`src/rtl/core/irpd_pkg.sv`:
```
// ----------------------------------------------------------------------------
// irpd_pkg
// Shared types, codes and constants of the IR pulse-distance frame decoder.
// ----------------------------------------------------------------------------
package irpd_pkg;

    // Number of data bits in one frame after the preamble.
    localparam int FRAME_BITS = 32;
    localparam int BIT_CNT_W  = $clog2(FRAME_BITS + 1);

    // Field widths.
    localparam int TIME_W     = 32;
    localparam int NOMINAL_W  = 16;
    localparam int TOL_W      = 12;
    localparam int TIMEOUT_W  = 20;
    localparam int BOUND_W    = NOMINAL_W + 1;
    localparam int CFG_IDX_W  = 3;
    localparam int CFG_DATA_W = 20;

    // Configuration register indexes.
    localparam logic [CFG_IDX_W-1:0] REG_PREAMBLE  = 3'd0;
    localparam logic [CFG_IDX_W-1:0] REG_ZERO      = 3'd1;
    localparam logic [CFG_IDX_W-1:0] REG_ONE       = 3'd2;
    localparam logic [CFG_IDX_W-1:0] REG_REPEAT    = 3'd3;
    localparam logic [CFG_IDX_W-1:0] REG_TOLERANCE = 3'd4;
    localparam logic [CFG_IDX_W-1:0] REG_TIMEOUT   = 3'd5;

    // Configuration reset values.
    localparam logic [NOMINAL_W-1:0] PREAMBLE_RST  = 16'd13500;
    localparam logic [NOMINAL_W-1:0] ZERO_RST      = 16'd1125;
    localparam logic [NOMINAL_W-1:0] ONE_RST       = 16'd2250;
    localparam logic [NOMINAL_W-1:0] REPEAT_RST    = 16'd11250;
    localparam logic [TOL_W-1:0]     TOLERANCE_RST = 12'd100;
    localparam logic [TIMEOUT_W-1:0] TIMEOUT_RST   = 20'd20000;

    // Request kinds.
    localparam logic REQ_EDGE   = 1'b0;
    localparam logic REQ_RESUME = 1'b1;

    // Complement check value.
    localparam logic [7:0] BYTE_ALL_ONES = 8'hff;

    // Result status codes.
    typedef enum logic [2:0] {
        ST_NONE           = 3'd0,
        ST_OK             = 3'd1,
        ST_BAD_INTERVAL   = 3'd2,
        ST_PREAMBLE_MID   = 3'd3,
        ST_BIT_EARLY      = 3'd4,
        ST_BAD_COMPLEMENT = 3'd5
    } status_t;

    // Interval classes.
    typedef enum logic [2:0] {
        K_PREAMBLE = 3'd0,
        K_ZERO     = 3'd1,
        K_ONE      = 3'd2,
        K_REPEAT   = 3'd3,
        K_ERROR    = 3'd4
    } kind_t;

    // Configuration register set.
    typedef struct packed {
        logic [NOMINAL_W-1:0] preamble_us;
        logic [NOMINAL_W-1:0] zero_us;
        logic [NOMINAL_W-1:0] one_us;
        logic [NOMINAL_W-1:0] repeat_us;
        logic [TOL_W-1:0]     tolerance_us;
        logic [TIMEOUT_W-1:0] timeout_us;
    } cfg_t;

    // Result of one request step.
    typedef struct packed {
        status_t             status;
        logic [TIME_W-1:0]   frame_word;
        logic                halted;
    } result_t;

endpackage

```
`src/rtl/core/irpd_if.sv`:
```
// ----------------------------------------------------------------------------
// irpd_if
// Valid/ready channels for requests into and results out of the decoder.
// ----------------------------------------------------------------------------
interface irpd_in_if;
    logic        valid;
    logic        ready;
    logic        req_type;
    logic [31:0] edge_time_us;

    modport source (output valid, output req_type, output edge_time_us, input ready);
    modport sink   (input valid, input req_type, input edge_time_us, output ready);
endinterface

interface irpd_out_if;
    logic        valid;
    logic        ready;
    logic [2:0]  status;
    logic [31:0] frame_word;
    logic [7:0]  address_byte;
    logic [7:0]  command_byte;
    logic        halted;

    modport source (
        output valid, output status, output frame_word, output address_byte,
        output command_byte, output halted, input ready
    );
    modport sink (
        input valid, input status, input frame_word, input address_byte,
        input command_byte, input halted, output ready
    );
endinterface

```
`src/rtl/core/irpd_cfg_regs.sv`:
```
// ----------------------------------------------------------------------------
// irpd_cfg_regs
// Configuration register file with a plain write port.
// ----------------------------------------------------------------------------
module irpd_cfg_regs (
    input  logic                              clk,
    input  logic                              rst_n,
    input  logic                              cfg_wr_en,
    input  logic [irpd_pkg::CFG_IDX_W-1:0]    cfg_index,
    input  logic [irpd_pkg::CFG_DATA_W-1:0]   cfg_data,
    output irpd_pkg::cfg_t                    cfg
);
    import irpd_pkg::*;

    cfg_t cfg_reg;
    cfg_t cfg_next;

    // Decode the register index and replace the addressed field.
    always_comb
    begin
        cfg_next = cfg_reg;
        if (cfg_wr_en)
        begin
            unique case (cfg_index)
                REG_PREAMBLE:  cfg_next.preamble_us  = cfg_data[NOMINAL_W-1:0];
                REG_ZERO:      cfg_next.zero_us      = cfg_data[NOMINAL_W-1:0];
                REG_ONE:       cfg_next.one_us       = cfg_data[NOMINAL_W-1:0];
                REG_REPEAT:    cfg_next.repeat_us    = cfg_data[NOMINAL_W-1:0];
                REG_TOLERANCE: cfg_next.tolerance_us = cfg_data[TOL_W-1:0];
                REG_TIMEOUT:   cfg_next.timeout_us   = cfg_data[TIMEOUT_W-1:0];
                default:       cfg_next = cfg_reg;
            endcase
        end
    end

    always_ff @(posedge clk or negedge rst_n)
    begin
        if (!rst_n)
        begin
            cfg_reg.preamble_us  <= PREAMBLE_RST;
            cfg_reg.zero_us      <= ZERO_RST;
            cfg_reg.one_us       <= ONE_RST;
            cfg_reg.repeat_us    <= REPEAT_RST;
            cfg_reg.tolerance_us <= TOLERANCE_RST;
            cfg_reg.timeout_us   <= TIMEOUT_RST;
        end
        else
        begin
            cfg_reg <= cfg_next;
        end
    end

    assign cfg = cfg_reg;

endmodule

```
`src/rtl/core/irpd_classify.sv`:
```
// ----------------------------------------------------------------------------
// irpd_classify
// Sorts an edge-to-edge interval into preamble, zero, one, repeat or error.
// ----------------------------------------------------------------------------
module irpd_classify (
    input  logic [irpd_pkg::TIME_W-1:0] interval,
    input  irpd_pkg::cfg_t              cfg,
    output irpd_pkg::kind_t             kind
);
    import irpd_pkg::*;

    // True when t lies within nominal +/- tolerance; the low bound stops at 0.
    function automatic logic in_window(
        input logic [TIME_W-1:0]    t,
        input logic [NOMINAL_W-1:0] nominal,
        input logic [TOL_W-1:0]     tol
    );
        logic [NOMINAL_W-1:0] lo;
        logic [BOUND_W-1:0]   hi;
        lo = (nominal >= NOMINAL_W'(tol)) ? nominal - NOMINAL_W'(tol) : '0;
        hi = BOUND_W'(nominal) + BOUND_W'(tol);
        return (t >= TIME_W'(lo)) && (t <= TIME_W'(hi));
    endfunction

    logic [BOUND_W-1:0] preamble_hi;

    assign preamble_hi = BOUND_W'(cfg.preamble_us) + BOUND_W'(cfg.tolerance_us);

    // Windows are tried in a fixed order; the first match wins.
    always_comb
    begin
        priority if (interval > TIME_W'(preamble_hi))
            kind = K_ERROR;
        else if (in_window(interval, cfg.preamble_us, cfg.tolerance_us))
            kind = K_PREAMBLE;
        else if (in_window(interval, cfg.zero_us, cfg.tolerance_us))
            kind = K_ZERO;
        else if (in_window(interval, cfg.one_us, cfg.tolerance_us))
            kind = K_ONE;
        else if (in_window(interval, cfg.repeat_us, cfg.tolerance_us))
            kind = K_REPEAT;
        else
            kind = K_ERROR;
    end

endmodule

```
`src/rtl/core/irpd_frame_ctrl.sv`:
```
// ----------------------------------------------------------------------------
// irpd_frame_ctrl
// Frame reception state and its one-request update step.
// ----------------------------------------------------------------------------
module irpd_frame_ctrl (
    input  logic                         clk,
    input  logic                         rst_n,
    input  logic                         step_en,
    input  logic                         req_type,
    input  logic [irpd_pkg::TIME_W-1:0]  edge_time_us,
    input  irpd_pkg::cfg_t               cfg,
    output irpd_pkg::result_t            result
);
    import irpd_pkg::*;

    logic [TIME_W-1:0]    last_edge_reg,     last_edge_next;
    logic                 have_last_reg,     have_last_next;
    logic                 started_reg,       started_next;
    logic [BIT_CNT_W-1:0] bit_count_reg,     bit_count_next;
    logic [TIME_W-1:0]    shift_word_reg,    shift_word_next;
    logic                 paused_reg,        paused_next;

    logic [TIME_W-1:0]    interval;
    kind_t                kind;
    logic [TIME_W-1:0]    shifted;
    logic [BIT_CNT_W-1:0] count_inc;
    logic                 complement_ok;
    status_t              status;

    // Interval since the previous edge, modulo 2^32.
    assign interval = edge_time_us - last_edge_reg;

    irpd_classify u_classify (
        .interval (interval),
        .cfg      (cfg),
        .kind     (kind)
    );

    // Candidate values for a data bit.
    assign shifted   = {shift_word_reg[TIME_W-2:0], (kind == K_ONE)};
    assign count_inc = bit_count_reg + BIT_CNT_W'(1);
    assign complement_ok = ((shifted[7:0] ^ shifted[15:8]) == BYTE_ALL_ONES)
                        && ((shifted[23:16] ^ shifted[31:24]) == BYTE_ALL_ONES);

    // Next state and status for the current request.
    always_comb
    begin
        last_edge_next  = last_edge_reg;
        have_last_next  = have_last_reg;
        started_next    = started_reg;
        bit_count_next  = bit_count_reg;
        shift_word_next = shift_word_reg;
        paused_next     = paused_reg;
        status          = ST_NONE;

        if (req_type == REQ_RESUME)
        begin
            started_next    = 1'b0;
            bit_count_next  = '0;
            shift_word_next = '0;
            paused_next     = 1'b0;
        end
        else if (paused_reg)
        begin
            status = ST_NONE;
        end
        else if (!have_last_reg)
        begin
            have_last_next = 1'b1;
            last_edge_next = edge_time_us;
        end
        else
        begin
            last_edge_next = edge_time_us;
            if (interval > TIME_W'(cfg.timeout_us))
            begin
                started_next    = 1'b0;
                bit_count_next  = '0;
                shift_word_next = '0;
            end
            else if (interval != '0)
            begin
                unique case (kind)
                    K_ERROR:
                    begin
                        paused_next = 1'b1;
                        status      = ST_BAD_INTERVAL;
                    end
                    K_REPEAT:
                    begin
                        status = ST_NONE;
                    end
                    K_PREAMBLE:
                    begin
                        if (started_reg)
                        begin
                            paused_next = 1'b1;
                            status      = ST_PREAMBLE_MID;
                        end
                        else
                        begin
                            started_next   = 1'b1;
                            bit_count_next = '0;
                        end
                    end
                    K_ZERO, K_ONE:
                    begin
                        if (!started_reg)
                        begin
                            paused_next = 1'b1;
                            status      = ST_BIT_EARLY;
                        end
                        else
                        begin
                            shift_word_next = shifted;
                            bit_count_next  = count_inc;
                            if (count_inc == BIT_CNT_W'(FRAME_BITS))
                            begin
                                paused_next = 1'b1;
                                status      = complement_ok ? ST_OK : ST_BAD_COMPLEMENT;
                            end
                        end
                    end
                    default:
                    begin
                        status = ST_NONE;
                    end
                endcase
            end
        end
    end

    always_ff @(posedge clk or negedge rst_n)
    begin
        if (!rst_n)
        begin
            last_edge_reg  <= '0;
            have_last_reg  <= 1'b0;
            started_reg    <= 1'b0;
            bit_count_reg  <= '0;
            shift_word_reg <= '0;
            paused_reg     <= 1'b1;
        end
        else if (step_en)
        begin
            last_edge_reg  <= last_edge_next;
            have_last_reg  <= have_last_next;
            started_reg    <= started_next;
            bit_count_reg  <= bit_count_next;
            shift_word_reg <= shift_word_next;
            paused_reg     <= paused_next;
        end
    end

    assign result.status     = status;
    assign result.frame_word = shift_word_next;
    assign result.halted     = paused_next;

endmodule

```
`src/rtl/core/ir_pulse_distance_frame_decoder.sv`:
```
// ----------------------------------------------------------------------------
// ir_pulse_distance_frame_decoder
// Pulse-distance IR remote frame decoder working on edge timestamps.
// ----------------------------------------------------------------------------
// Each request is either a falling-edge timestamp in microseconds or a resume
// command, and each request yields exactly one result carrying the status,
// the current frame word with its address and command bytes, and the halted
// flag. The block takes one request per clock cycle while results are taken:
// a request is captured in an input register, the frame state is updated and
// the result is formed in a single step of compare logic, and the result is
// held in an output register. The output register decouples the two sides; a
// stalled result holds the input stage, and requests keep flowing as long as
// results are taken. After reset the decoder is halted and ignores edges
// until a resume request arrives. Configuration registers must be written
// only while no request is in flight; the block does not enforce this.
// ----------------------------------------------------------------------------
module ir_pulse_distance_frame_decoder (
    input  logic                              clk,
    input  logic                              rst_n,
    input  logic                              cfg_wr_en,
    input  logic [irpd_pkg::CFG_IDX_W-1:0]    cfg_index,
    input  logic [irpd_pkg::CFG_DATA_W-1:0]   cfg_data,
    irpd_in_if.sink                           in_req,
    irpd_out_if.source                        out_rsp
);
    import irpd_pkg::*;

    cfg_t    cfg;
    result_t result;

    logic              in_valid_reg,  in_valid_next;
    logic              in_type_reg;
    logic [TIME_W-1:0] in_time_reg;
    logic              out_valid_reg, out_valid_next;
    result_t           out_data_reg;
    logic              advance;
    logic              in_take;

    irpd_cfg_regs u_cfg_regs (
        .clk       (clk),
        .rst_n     (rst_n),
        .cfg_wr_en (cfg_wr_en),
        .cfg_index (cfg_index),
        .cfg_data  (cfg_data),
        .cfg       (cfg)
    );

    irpd_frame_ctrl u_frame_ctrl (
        .clk          (clk),
        .rst_n        (rst_n),
        .step_en      (advance),
        .req_type     (in_type_reg),
        .edge_time_us (in_time_reg),
        .cfg          (cfg),
        .result       (result)
    );

    // Pipeline handshake: the held request moves on when the output is free.
    assign advance      = in_valid_reg && (!out_valid_reg || out_rsp.ready);
    assign in_req.ready = !in_valid_reg || advance;
    assign in_take      = in_req.valid && in_req.ready;

    always_comb
    begin
        in_valid_next  = in_take ? 1'b1 : (advance ? 1'b0 : in_valid_reg);
        out_valid_next = advance ? 1'b1 : (out_rsp.ready ? 1'b0 : out_valid_reg);
    end

    // Control registers.
    always_ff @(posedge clk or negedge rst_n)
    begin
        if (!rst_n)
        begin
            in_valid_reg  <= 1'b0;
            out_valid_reg <= 1'b0;
        end
        else
        begin
            in_valid_reg  <= in_valid_next;
            out_valid_reg <= out_valid_next;
        end
    end

    // Payload registers.
    always_ff @(posedge clk)
    begin
        if (in_take)
        begin
            in_type_reg <= in_req.req_type;
            in_time_reg <= in_req.edge_time_us;
        end
        if (advance)
        begin
            out_data_reg <= result;
        end
    end

    assign out_rsp.valid        = out_valid_reg;
    assign out_rsp.status       = out_data_reg.status;
    assign out_rsp.frame_word   = out_data_reg.frame_word;
    assign out_rsp.address_byte = out_data_reg.frame_word[31:24];
    assign out_rsp.command_byte = out_data_reg.frame_word[15:8];
    assign out_rsp.halted       = out_data_reg.halted;

endmodule
```
`src/flat_wrapper.sv`:
```
// flat-port wrapper written by rule: the top's interface ports become plain ports
module ir_pulse_distance_frame_decoder_flat import irpd_pkg::*;
  (clk, rst_n, cfg_wr_en, cfg_index, cfg_data, in_req_valid, in_req_req_type, in_req_edge_time_us, in_req_ready, out_rsp_valid, out_rsp_status, out_rsp_frame_word, out_rsp_address_byte, out_rsp_command_byte, out_rsp_halted, out_rsp_ready);
  irpd_in_if in_req_i ();
  irpd_out_if out_rsp_i ();
  input  logic clk;
  input  logic rst_n;
  input  logic cfg_wr_en;
  input  logic [irpd_pkg::CFG_IDX_W-1:0] cfg_index;
  input  logic [irpd_pkg::CFG_DATA_W-1:0] cfg_data;
  input wire logic [$bits(in_req_i.valid)-1:0] in_req_valid;
  input wire logic [$bits(in_req_i.req_type)-1:0] in_req_req_type;
  input wire logic [$bits(in_req_i.edge_time_us)-1:0] in_req_edge_time_us;
  output wire logic [$bits(in_req_i.ready)-1:0] in_req_ready;
  output wire logic [$bits(out_rsp_i.valid)-1:0] out_rsp_valid;
  output wire logic [$bits(out_rsp_i.status)-1:0] out_rsp_status;
  output wire logic [$bits(out_rsp_i.frame_word)-1:0] out_rsp_frame_word;
  output wire logic [$bits(out_rsp_i.address_byte)-1:0] out_rsp_address_byte;
  output wire logic [$bits(out_rsp_i.command_byte)-1:0] out_rsp_command_byte;
  output wire logic [$bits(out_rsp_i.halted)-1:0] out_rsp_halted;
  input wire logic [$bits(out_rsp_i.ready)-1:0] out_rsp_ready;
  assign in_req_i.valid = in_req_valid;
  assign in_req_i.req_type = in_req_req_type;
  assign in_req_i.edge_time_us = in_req_edge_time_us;
  assign in_req_ready = in_req_i.ready;
  assign out_rsp_valid = out_rsp_i.valid;
  assign out_rsp_status = out_rsp_i.status;
  assign out_rsp_frame_word = out_rsp_i.frame_word;
  assign out_rsp_address_byte = out_rsp_i.address_byte;
  assign out_rsp_command_byte = out_rsp_i.command_byte;
  assign out_rsp_halted = out_rsp_i.halted;
  assign out_rsp_i.ready = out_rsp_ready;
  ir_pulse_distance_frame_decoder u_core (.clk(clk), .rst_n(rst_n), .cfg_wr_en(cfg_wr_en), .cfg_index(cfg_index), .cfg_data(cfg_data), .in_req(in_req_i), .out_rsp(out_rsp_i));
endmodule
```
`config.mk`:
```
export PLATFORM = sky130hd
export DESIGN_NAME = ir_pulse_distance_frame_decoder_flat
export DESIGN_NICKNAME = d
export VERILOG_FILES = /design/src/rtl/core/irpd_pkg.sv /design/src/rtl/core/irpd_if.sv /design/src/rtl/core/irpd_cfg_regs.sv /design/src/rtl/core/irpd_classify.sv /design/src/rtl/core/irpd_frame_ctrl.sv /design/src/rtl/core/ir_pulse_distance_frame_decoder.sv /design/src/flat_wrapper.sv
export SDC_FILE = /design/constraint.sdc
export NUM_CORES = 1
export LEC_CHECK = 0
export BUFFER_PORTS_ARGS = -buffer_cell sky130_fd_sc_hd__buf_2
export CAP_MARGIN = 10
export CELL_PAD_IN_SITES_DETAIL_PLACEMENT = 1
export CELL_PAD_IN_SITES_GLOBAL_PLACEMENT = 2
export CORE_ASPECT_RATIO = 1.5
export CORE_UTILIZATION = 37
export CTS_BUF_LIST = sky130_fd_sc_hd__clkbuf_4
export CTS_CLUSTER_DIAMETER = 100
export CTS_CLUSTER_SIZE = 25
export DETAILED_ROUTE_END_ITERATION = 10
export GPL_TIMING_DRIVEN = 0
export PLACE_DENSITY_LB_ADDON = 0.25
export SYNTH_ARGS = -nofsm -noshare
export SYNTH_HDL_FRONTEND = slang
export SYNTH_SLANG_ARGS = --single-unit
```
`constraint.sdc`:
```
create_clock -name clk -period 6.2 [get_ports clk]
set_input_delay 0.31 -clock clk [delete_from_list [all_inputs] [get_ports clk]]
set_output_delay 0.31 -clock clk [all_outputs]
set_load 0.05 [all_outputs]
```
==> impl_metrics.yaml <==
run_status:
  status: "finished, violations left"
  violations: "negative setup slack"
drt:
  num_vias: 17460
  vias_per_cell: 5.578
  drtAntennaViolNets: 0
  first_pass_iters: 5
  drt_iter0_drc: 628
  totalWireLength_mm: 67.38
  drc_errors: 0
  wl_per_cell_um: 21.53
synthesis:
  ys_ff_latch: 240
  syn_nets: 2495
  syn_area_per_cell_um2: 9.327
  ys.warnings.count: 0
  synth.distinct_cells: 90
  async_flop_share_pct: 71.25
  syn_inst: 2145
  synth_ff_type: "dfrtp_1"
  synth_top_cell_by_area: "ha_1"
  yosysTopAreaCellShare_pct: 17.51
  yosysSeqAreaShare_pct: 31.97
  synth-edff-count: 69
  synthTopCellsByArea: "ha_1, dfrtp_1, edfxtp_1, mux2_2, dfstp_2"
  netlist_area_mm2: 0.02001
timing:
  setup_slack_ns: -0.1226
  max-slew-margin-rel_pct: 23.15
  post-route-period-util_pct: 102.0
  timing.fmax_mhz: 158.2
  rsz0062_at_grt: "true"
  final_max_slew_viol_count: 0
  whs_ns: 0.09139
  worst_clock_skew_ns: 0.08386
  fin_setup_tns_ns: -2.061
  worstMarginPinSlew_ns: 1.148
  setup_viol: 31
  hold_violations: 0
  timing.final.crit_period_ns: 6.323
critical_path:
  timing.rr.start: "u_core.u_cfg_regs.cfg[21]"
  crit_path_end_kind: "flip-flop"
  path_max_fanout: 7
  rr_worst_depth: 30
  worstSetupStartpointType: "flip-flop"
  required_ns: 6.75
  path_class: "reg -> reg"
  reg2reg_setup_slack_ns: -0.12
  arrival_ns: 6.87
  cpPeakStageDelay_ns: 0.54
  r2r-end: "u_core.out_rsp.frame_word[31]"
  cpMaxStageDelayCell: "or4_4"
  crit_top_cell: "a21oi_2"
clocking:
  worstSkewPairLatency_ns: 0.77
  numClockSinks: 240
  cts_tree: "built"
  htree_levels: 1
  cts_buffers: 14
  clockBufferDepth: 3
  root_buffer: "clkbuf_4"
  clkSlewWorstSetupHoldPaths_ns: 0.29
min_path:
  hp-class: "in -> reg"
  hold_start: "cfg_wr_en"
  holdPathStages: 5
  min_to: "u_core.u_cfg_regs.cfg[31]"
layout:
  fin_area_mm2: 0.02417
  largest_register_ff_count: 96
  fill_cells: 6081
  layout-drive-gt1-share_pct: 24.64
  layout_common_cells: "ha_1, nand2_1, nor2_1"
  final_common_cell: "ha_1"
  area_growth_syn_to_layout_pct: 20.81
  fin_nets: 2781
placed_design:
  placed_area_mm2: 0.02166
  pre_cts_ws_ns: -1.825
  io_buffer_count: 114
  gp_congestion: 0.8842
  dp_hpwl_mm: 51.58
floorplan:
  die_h_um: 286.8
  rows: 104
  io_pins: 115
  core_mm2: 0.05348
  die_w_um: 191.9
  die_area_mm2: 0.05503
  initial_core_util_pct: 37.41
global_route:
  grt_max_degree: 76
  gr-total-overflow: 0
  antenna_found_initial: 5
  grt_pass1_vias: 18730
  grt_pass1_wl_mm: 105.1
  grt.total_usage_pct: 24.71
power_and_ir_drop:
  p_comb_share_pct: 71.3
  swShare_pct: 48.46
  switchingPower_mw: 4.668
  power.clock.fraction_pct: 7.2
  ir_worst_vdd_v: 0.0002738
  power_density_mw_per_mm2: 398.5
  power.static_leakage_nw: 10.72
  seq_power_share_pct: 21.5
  power_report.internal_total_mw: 4.965
  power_mw: 9.633
run:
  cap_violations: 0
power groups by stage:
stage          sequential, mW  combinational (mW)  clock, mW
2_1_floorplan            2.08                4.09          0
3_3_place_gp             2.10                5.62          0
3_5_place_dp             2.11                5.92          0
4_1_cts                  2.07                6.67      0.729
5_1_grt                  2.10                7.62      0.772
6_report                 2.07                6.87      0.689
cell type report:
| cell class | instances | area, um^2 | share of cell area [%] |
|---|---|---|---|
| multi-input combinational | 1664 | 13480 | 55.76 |
| sequential | 240 | 6402 | 26.49 |
| timing repair buffer | 276 | 2165 | 8.955 |
| tap | 689 | 862.1 | 3.567 |
| inverter | 156 | 596.8 | 2.469 |
| buffer | 79 | 476.7 | 1.972 |
| clock buffer | 19 | 142.6 | 0.5901 |
| clock inverter | 5 | 43.79 | 0.1812 |
| antenna | 2 | 5.005 | 0.02071 |
cells by family after synthesis:
kind of cell	share of synthesized area, %
mux	6.754
compound gates	17.82
flops	31.97
fa+ha+maj	18.41
simple gates	15.23
xor+xnor	4.816
buf+inv	5.003
worst max-delay path, delay by kind of cell (launching register included):
kind                       cells  cell delay [ns]
AOI/OAI and AO/OA             15             2.08
DFF                            1             0.45
xor gates and xnor gates       1             0.18
and+or+nand+nor                7             1.93
adders and majority gates      2             0.71
buffers and inverters          5             0.74
how the worst max path moves through the flow:
stage	start	end	slack [ns]	cells past startpoint
2_1_floorplan	u_core.u_cfg_regs.cfg[21]	u_core.out_rsp.frame_word[24]	0.003	27
3_3_place_gp	u_core.u_cfg_regs.cfg[21]	u_core.out_rsp.frame_word[27]	-1.73	29
3_5_place_dp	u_core.u_cfg_regs.cfg[21]	u_core.out_rsp.frame_word[27]	-1.83	29
4_1_cts	u_core.u_cfg_regs.cfg[20]	u_core.out_rsp.frame_word[23]	-0.13	31
5_1_grt	u_core.u_cfg_regs.cfg[21]	u_core.out_rsp.frame_word[25]	-0.33	30
6_report	u_core.u_cfg_regs.cfg[21]	u_core.out_rsp.frame_word[31]	-0.12	30
through the flow:
step | instances | utilization (%)
CTS | 3107 | 44.16
global route | 3130 | 45.19
global placement | 2948 | 40.12
floorplan | 2145 | -
detailed placement | 2957 | 40.50
finish | 3130 | 45.19
layer usage:
layer	up-vias	wire length [um]	global-route usage [%]
li1	8353	-	-
met1	8686	26750	27.99
met2	280	35510	46.32
met3	135	1734	2.186
met4	4	3368	10.87
met5	-	18	0
what timing repair did:
item                                   in CTS  in global routing
buffers inserted                           68                 20
gates cloned                                3                  3
pin swaps                                  75                 70
endpoints found under the hold margin     213                  0
setup endpoints to repair                  76                 75
hold buffers                               59                  0
resized for setup                         159                 96
synthesized netlist by cell type (20+ instances only):
master / n
nand4_1: 51
clkbuf_1: 54
a21oi_1: 136
ha_1: 280
nand2_1: 159
nor3_1: 28
nand2b_1: 29
nor2b_1: 23
a21boi_0: 21
xnor2_1: 70
nor4_1: 20
edfxtp_1: 69
dfrtp_1: 135
nand3_1: 44
o21ai_0: 117
a21o_1: 41
nor2_1: 158
inv_1: 156
a22o_1: 38
o21bai_1: 20
mux2_2: 111
xor2_1: 40
dfstp_2: 36
a22oi_1: 26
Note: power is estimated with default switching activity, not from simulation.
